File: src/rtl/sic_div_stage.sv
// One restoring step of the pipelined fraction divider, with a stall-aware register.
// Depends on nothing beyond its parameters.
`default_nettype none
module sic_div_stage #(
  parameter int RW    = 68,
  parameter int QW    = 17,
  parameter bit SHIFT = 1'b1
) (
  input  wire logic          clk,
  input  wire logic          en,
  input  wire logic [RW-1:0] r_in,
  input  wire logic [RW-1:0] d_in,
  input  wire logic [QW-1:0] q_in,
  output logic      [RW-1:0] r_out,
  output logic      [RW-1:0] d_out,
  output logic      [QW-1:0] q_out
);
  // The integer step compares the numerator as it stands; every later step
  // doubles the remainder first.
  logic [RW:0] sh;
  logic [RW:0] diff;
  always_comb begin
    sh   = SHIFT ? {r_in, 1'b0} : {1'b0, r_in};
    diff = sh - {1'b0, d_in};
  end
  always_ff @(posedge clk) begin
    if (en) begin
      if (!diff[RW]) begin
        r_out <= diff[RW-1:0];
        q_out <= {q_in[QW-2:0], 1'b1};
      end else begin
        r_out <= sh[RW-1:0];
        q_out <= {q_in[QW-2:0], 1'b0};
      end
      d_out <= d_in;
    end
  end
endmodule
`default_nettype wire

File: config.mk
export PLATFORM = sky130hd
export DESIGN_NAME = sic_div_stage
export DESIGN_NICKNAME = d
export VERILOG_FILES = /design/src/rtl/sic_div_stage.sv
export SDC_FILE = /design/constraint.sdc
export NUM_CORES = 1
export LEC_CHECK = 0
export BUFFER_PORTS_ARGS = -buffer_cell sky130_fd_sc_hd__buf_2
export CORE_MARGIN = 2
export CORE_UTILIZATION = 39
export DETAILED_ROUTE_END_ITERATION = 7
export PLACE_DENSITY = 0.74
export SLEW_MARGIN = 20
export SYNTH_ARGS = -nofsm -noshare
export SYNTH_HDL_FRONTEND = slang
export SYNTH_SLANG_ARGS = --single-unit
File: constraint.sdc
create_clock -name clk -period 3.8 [get_ports clk]
set_input_delay 0.38 -clock clk [delete_from_list [all_inputs] [get_ports clk]]
set_output_delay 0.38 -clock clk [all_outputs]
set_load 0.02 [all_outputs]
==> impl_metrics.tcl, run 1 <==
set metrics [dict create \
    outcome "complete, no violations" \
    path_clk_slew_ns 0.07 \
    ys_warn_count 0 \
    route.detailed.drc 0 \
    wirelength_um 26540 \
    cpMostUsedCell "o31ai_1" \
    ant_nets 0 \
    worst_slack_ns 0.4327 \
    clock_sinks 153 \
    area_delta_synth_final_pct 28.12 \
    drtIter0Drc 681 \
    synth.distinct_cells 59 \
    grt_overflow 0 \
    synth-edff-count 153 \
    clk_path_buf_depth 2 \
    slew_headroom_pct 51.66 \
    syn_area_per_cell_um2 9.811 \
    hold_path_class "primary input to flop" \
    synthArstFlopShare_pct 0 \
    maxCapViolCount 0 \
    clockRootBuffer "clkbuf_16" \
    ys_top_cells_by_area "edfxtp_1 48%, ha_1 8.8%, nand2_1 5.0%, a21oi_1 4.8%, o21ai_0 4.3%" \
    yosysTopAreaCell "edfxtp_1" \
    core_mm2 0.02418 \
    arrival_ns 3.58 \
    design_power_total_w 0.005411 \
    critical_path.slowest_cell "o311a_1" \
    yosysTopAreaCellShare_pct 47.98 \
    crit_path_end_kind "flop" \
    core.rowCount 57 \
    grt_start_max_net_pins 78 \
    drive_gt1_share_pct 29.33 \
    routedWlPerCell_um 16.16 \
    dp_slack_ns -0.0004841 \
    required_ns 4.01 \
    fmax_mhz 297.0 \
    drv_slew 0 \
    io_pins 308 \
    grt_pass1_vias 8189 \
    yosysSeqAreaShare_pct 47.98 \
    fin_crit_ns 3.367 \
    hold_buffers 0 \
    ys.flop_type "edfxtp_1" \
    hold_viol 0 \
    die_area_mm2 0.02582 \
    port_buffers 306 \
    hpwlAfterDp_um 21140 \
    routed_via_density 5.131 \
    post-route-period-util_pct 88.61 \
    setup.worst_path.class "primary input to flop" \
    synthCells 976 \
    num_vias 8425 \
    critPathBufInv 3 \
    max_stage_delay_ns 0.45 \
    leakage_nw 5.583 \
    syn_nets 1199 \
    cts_setup_buffers 0 \
    layout.nets 1526 \
    gp_congestion 0.9036 \
    numCtsBuffers 17 \
    power.density_mw_per_mm2 441.1 \
    die_x_um 160.7 \
    drtPass1Iterations 5 \
    start_kind "primary input" \
    cts_tree "done" \
    die_h_um 160.7 \
    ctsResizeCount 0 \
    grt_usage_pct 20.30 \
    rsz0062_at_grt "no" \
    fillers 2257 \
    cp_max_fo 32 \
    initial_core_util_pct 39.61 \
    worst_slew_pin_slew_ns 0.7251 \
    worstPathCellList "buf_2 -> inv_1 -> fa_1 -> a21o_1 -> a221o_1 -> a211oi_2 -> o2bb2ai_1 -> o311a_1 -> o21ai_2 -> o31ai_1 -> or2_4 -> buf_4 -> o31ai_1" \
    syn_area_mm2 0.009575 \
    vdd_ir_drop_max_mv 0.2364 \
    ys_ff_latch 153 \
    htreeDepth 4 \
    finalSetupViolations 0 \
    grt_pass1_wl_um 41660 \
    antenna_found_initial 3 \
    crit_family "compound AO/OA/AOI/OAI gates" \
]
## path summary, 6_finish.rpt
kind,start,to,slack (ns),depth (start not counted)
max,d_in[0],r_out[8]$_DFFE_PP_,0.43,13
min,q_in[15],q_out[16]$_DFFE_PP_,0.12,1
## synth_stat cells, drive strengths merged (3+ instances only)
| cell | number |
|---|---|
| a211o | 3 |
| a211oi | 6 |
| a21o | 39 |
| a21oi | 91 |
| a221o | 3 |
| a221oi | 4 |
| a31oi | 10 |
| and2 | 5 |
| and3 | 11 |
| and4 | 3 |
| buf | 10 |
| clkbuf | 22 |
| edfxtp | 153 |
| ha | 67 |
| inv | 90 |
| nand2 | 129 |
| nand2b | 5 |
| nand3 | 8 |
| nand4 | 19 |
| nor2 | 50 |
| nor2b | 6 |
| nor3 | 8 |
| nor4 | 3 |
| o211ai | 10 |
| o21a | 7 |
| o21ai | 104 |
| o21bai | 11 |
| o31ai | 11 |
| or2 | 3 |
| or3 | 3 |
| xnor2 | 28 |
| xor2 | 33 |
## metrics by stage
| step | utilization, % | cells | hold WS (ns) | cell area, um2 | setup TNS (ns) |
|---|---|---|---|---|---|
| finish | 50.74 | 1642 | 0.1212 | 12270 | 0 |
| global placement | 48.32 | 1608 | 0.5572 | 11680 | -0.01179 |
| floorplan | - | 976 | 0.4789 | 9575 | 0 |
| CTS | 50.72 | 1640 | 0.1061 | 12260 | 0 |
| global route | 50.72 | 1640 | 0.1032 | 12260 | 0 |
| detailed placement | 48.32 | 1608 | 0.5581 | 11680 | -0.0004841 |
## cell type report
cell class	count	area, um2	area share (%)
Inverter	90	337.8	2.754
Clock inverter	15	156.4	1.275
Multi-Input combinational cell	701	4501	36.69
Timing Repair Buffer	340	1843	15.02
Sequential cell	153	4594	37.45
Antenna cell	2	5.005	0.04080
Tap cell	324	405.4	3.304
Clock buffer	17	425.4	3.468
## cell families after synthesis
group | synth area share (%)
adders and majority gates | 8.964
AOI/OAI and AO/OA | 19.78
buffers and inverters | 5.044
xor gates and xnor gates | 5.580
muxes | 0.3397
and+or+nand+nor | 12.31
DFF | 47.98
## cell usage in the layout, fill, tap and decap left out, types with 6 or more instances in the layout
| cell type | synthesis | final |
|---|---|---|
| o21a_1 | 7 | 7 |
| a21oi_1 | 91 | 91 |
| o21ai_1 | 21 | 21 |
| a21o_1 | 39 | 39 |
| nand3_1 | 8 | 8 |
| clkbuf_16 | 0 | 17 |
| xnor2_1 | 28 | 28 |
| nor3_1 | 8 | 8 |
| xor2_1 | 33 | 33 |
| buf_4 | 0 | 30 |
| o211ai_1 | 10 | 10 |
| o31ai_1 | 10 | 10 |
| nand2_1 | 127 | 127 |
| nand4_1 | 19 | 19 |
| inv_1 | 89 | 89 |
| o21bai_1 | 11 | 11 |
| ha_1 | 67 | 67 |
| nor2_1 | 50 | 50 |
| o21ai_0 | 82 | 82 |
| a31oi_1 | 10 | 10 |
| edfxtp_1 | 153 | 153 |
| and3_1 | 10 | 10 |
| buf_2 | 8 | 305 |
| nor2b_1 | 6 | 6 |
## flip-flops by register name, indices dropped and copies added (netlist names)
| name | cells |
|---|---|
| d_out | 68 |
| r_out | 68 |
| q_out | 17 |
## where the power goes
| group | total, W | internal [W] | switching, W | leakage, nW |
|---|---|---|---|---|
| clock network | 0.00171 | 0.000929 | 0.000780 | 0.277 |
| logic | 0.00156 | 0.000584 | 0.000971 | 3.81 |
| registers | 0.00215 | 0.00210 | 0.0000444 | 1.50 |
## metal layers
layer / vias to the layer above / track usage [%] / wire (um)
met5: - / 0 / 28
met4: 4 / 5.763 / 422
met3: 38 / 5.398 / 2182
met2: 333 / 34.19 / 12530
met1: 3846 / 25.84 / 11370
li1: 4204 / - / -
No activity file was read; power rests on OpenSTA's default activity.
==> run 2, diff against run 1 <==
- RECOVER_POWER: unset -> 25
==> run 2 against run 1 <==
  * The flow now finishes with violations (capacitance limit, slew limit)
  * Global-route usage unchanged
  * Die area unchanged
  * Utilization down 0.26 points
  * Sequential cell count unchanged
  * Combinational power about the same
  * First-iteration DRC count down 2.5%
  * Sequential share of layout area up 0.20 points
  * Clock-buffer cell count unchanged
  * Routed wire length up 0.29%
  * Design area down 0.52%
  * Critical path type unchanged
  * Critical endpoint unchanged
  * Largest cell class unchanged
  * Largest power group unchanged
  * Highest routed layer unchanged
==> impl_metrics.tcl, run 2 (same netlist as run 1, synthesis figures left out) <==
set metrics [dict create \
    power.density_mw_per_mm2 443.3 \
    cts_setup_buffers 0 \
    max_stage_delay_ns 0.45 \
    drive_gt1_share_pct 25.99 \
    routed_via_density 5.142 \
    worstPathCellList "clkbuf_1 -> inv_1 -> fa_1 -> a21o_1 -> a221o_1 -> a211oi_2 -> o2bb2ai_1 -> o311a_1 -> o21ai_2 -> o31ai_1 -> or2_4 -> buf_4 -> o31ai_1" \
    core_mm2 0.02418 \
    finalSetupViolations 0 \
    layout.nets 1526 \
    setup_tns_ns 0 \
    crit_family "compound AO/OA/AOI/OAI gates" \
    post-route-period-util_pct 89.79 \
    leakage_nw 5.460 \
    arrival_ns 3.63 \
    critPathBufInv 3 \
    area_delta_synth_final_pct 27.45 \
    drtPass1Iterations 4 \
    start_kind "primary input" \
    hold_path_class "primary input to flop" \
    largest_registers "d_out: 68 flops, r_out: 68 flops, q_out: 17 flops" \
    path_clk_slew_ns 0.07 \
    hold_viol 0 \
    crit_path_end_kind "flop" \
    routedWlPerCell_um 16.22 \
    initial_core_util_pct 39.61 \
    num_vias 8438 \
    required_ns 4.01 \
    hold_buffers 0 \
    cp_max_fo 32 \
    worst_slew_pin_slew_ns 2.001 \
    slew_headroom_pct -33.43 \
    die_h_um 160.7 \
    grt_pass1_vias 8189 \
    core.rowCount 57 \
    grt_pass1_wl_um 41660 \
    critical_path.slowest_cell "o311a_1" \
    grt_overflow 0 \
    wirelength_um 26620 \
    layout_common_cells "261 x buf_2, 153 x edfxtp_1, 127 x nand2_1, 91 x a21oi_1, 89 x inv_1" \
    clockRootBuffer "clkbuf_16" \
    route.detailed.drc 0 \
    hold_depth 1 \
    drtIter0Drc 664 \
    outcome "finished, violations left" \
    maxCapViolCount 1 \
    ant_nets 0 \
    vdd_ir_drop_max_mv 0.2362 \
    gp_congestion 0.9036 \
    setup.worst_path.class "primary input to flop" \
    cpMostUsedCell "o31ai_1" \
    htreeDepth 4 \
    port_buffers 306 \
    clk_path_buf_depth 2 \
    cts_tree "done" \
    antenna_found_initial 2 \
    drv_slew 78 \
    utilization_pct 50.48 \
    hpwlAfterDp_um 21140 \
    die_x_um 160.7 \
    fin_crit_ns 3.412 \
    numCtsBuffers 17 \
    grt_usage_pct 20.30 \
    cp.depth 13 \
    die_area_mm2 0.02582 \
    rsz0062_at_grt "no" \
    fmax_mhz 293.1 \
    clock_sinks 153 \
    grt_start_max_net_pins 78 \
    ctsResizeCount 0 \
    violations "capacitance limit, slew limit" \
    final_common_cell "buf_2" \
    io_pins 308 \
]
run 2: cell types whose count changed in the layout (fill, tap and decap cells not counted), sizes merged:
cell	previous run	this run
buf	340	295
clkbuf	17	62
diode	2	1
run 2: report_power, final:
part           switching, W  total, W  internal (W)
clock              0.000783   0.00171      0.000929
sequential        0.0000444   0.00215       0.00210
combinational      0.000972   0.00155      0.000578
run 2: path summary, 6_finish.rpt:
check	from	to
setup / recovery	d_in[0]	r_out[8]$_DFFE_PP_
hold / removal	q_in[15]	q_out[16]$_DFFE_PP_
run 2: stage by stage:
stage / hold slack (ns) / worst slack, ns / std cells / cell area, um2 / total power, W
2_1_floorplan: 0.4789 / 0.3695 / 976 / 9575 / 0.003173
3_3_place_gp: 0.5572 / -0.006570 / 1608 / 11680 / 0.003710
3_5_place_dp: 0.5581 / -0.0004841 / 1608 / 11680 / 0.003732
4_1_cts: 0.1061 / 0.3803 / 1640 / 12260 / 0.005449
5_1_grt: 0.1032 / 0.1731 / 1640 / 12200 / 0.005666
6_report: 0.1208 / 0.3879 / 1641 / 12200 / 0.005410
run 2: metal layers:
| metal | routed length [um] | part of all wire [%] | track usage, % | vias up |
|---|---|---|---|---|
| met5 | 14 | 0.053 | 0 | - |
| met4 | 369 | 1.4 | 5.763 | 2 |
| met3 | 2235 | 8.4 | 5.398 | 32 |
| met2 | 12590 | 47 | 34.19 | 343 |
| met1 | 11410 | 43 | 25.84 | 3859 |
| li1 | - | - | - | 4202 |
run 2: cell type report:
cell class,instances,area [um2]
antenna,1,2.502
clock buffer,17,425.4
clock inverter,15,156.4
fill,2284,11970
inverter,90,337.8
multi-input combinational,701,4501
sequential,153,4594
tap,324,405.4
timing repair buffer,340,1782
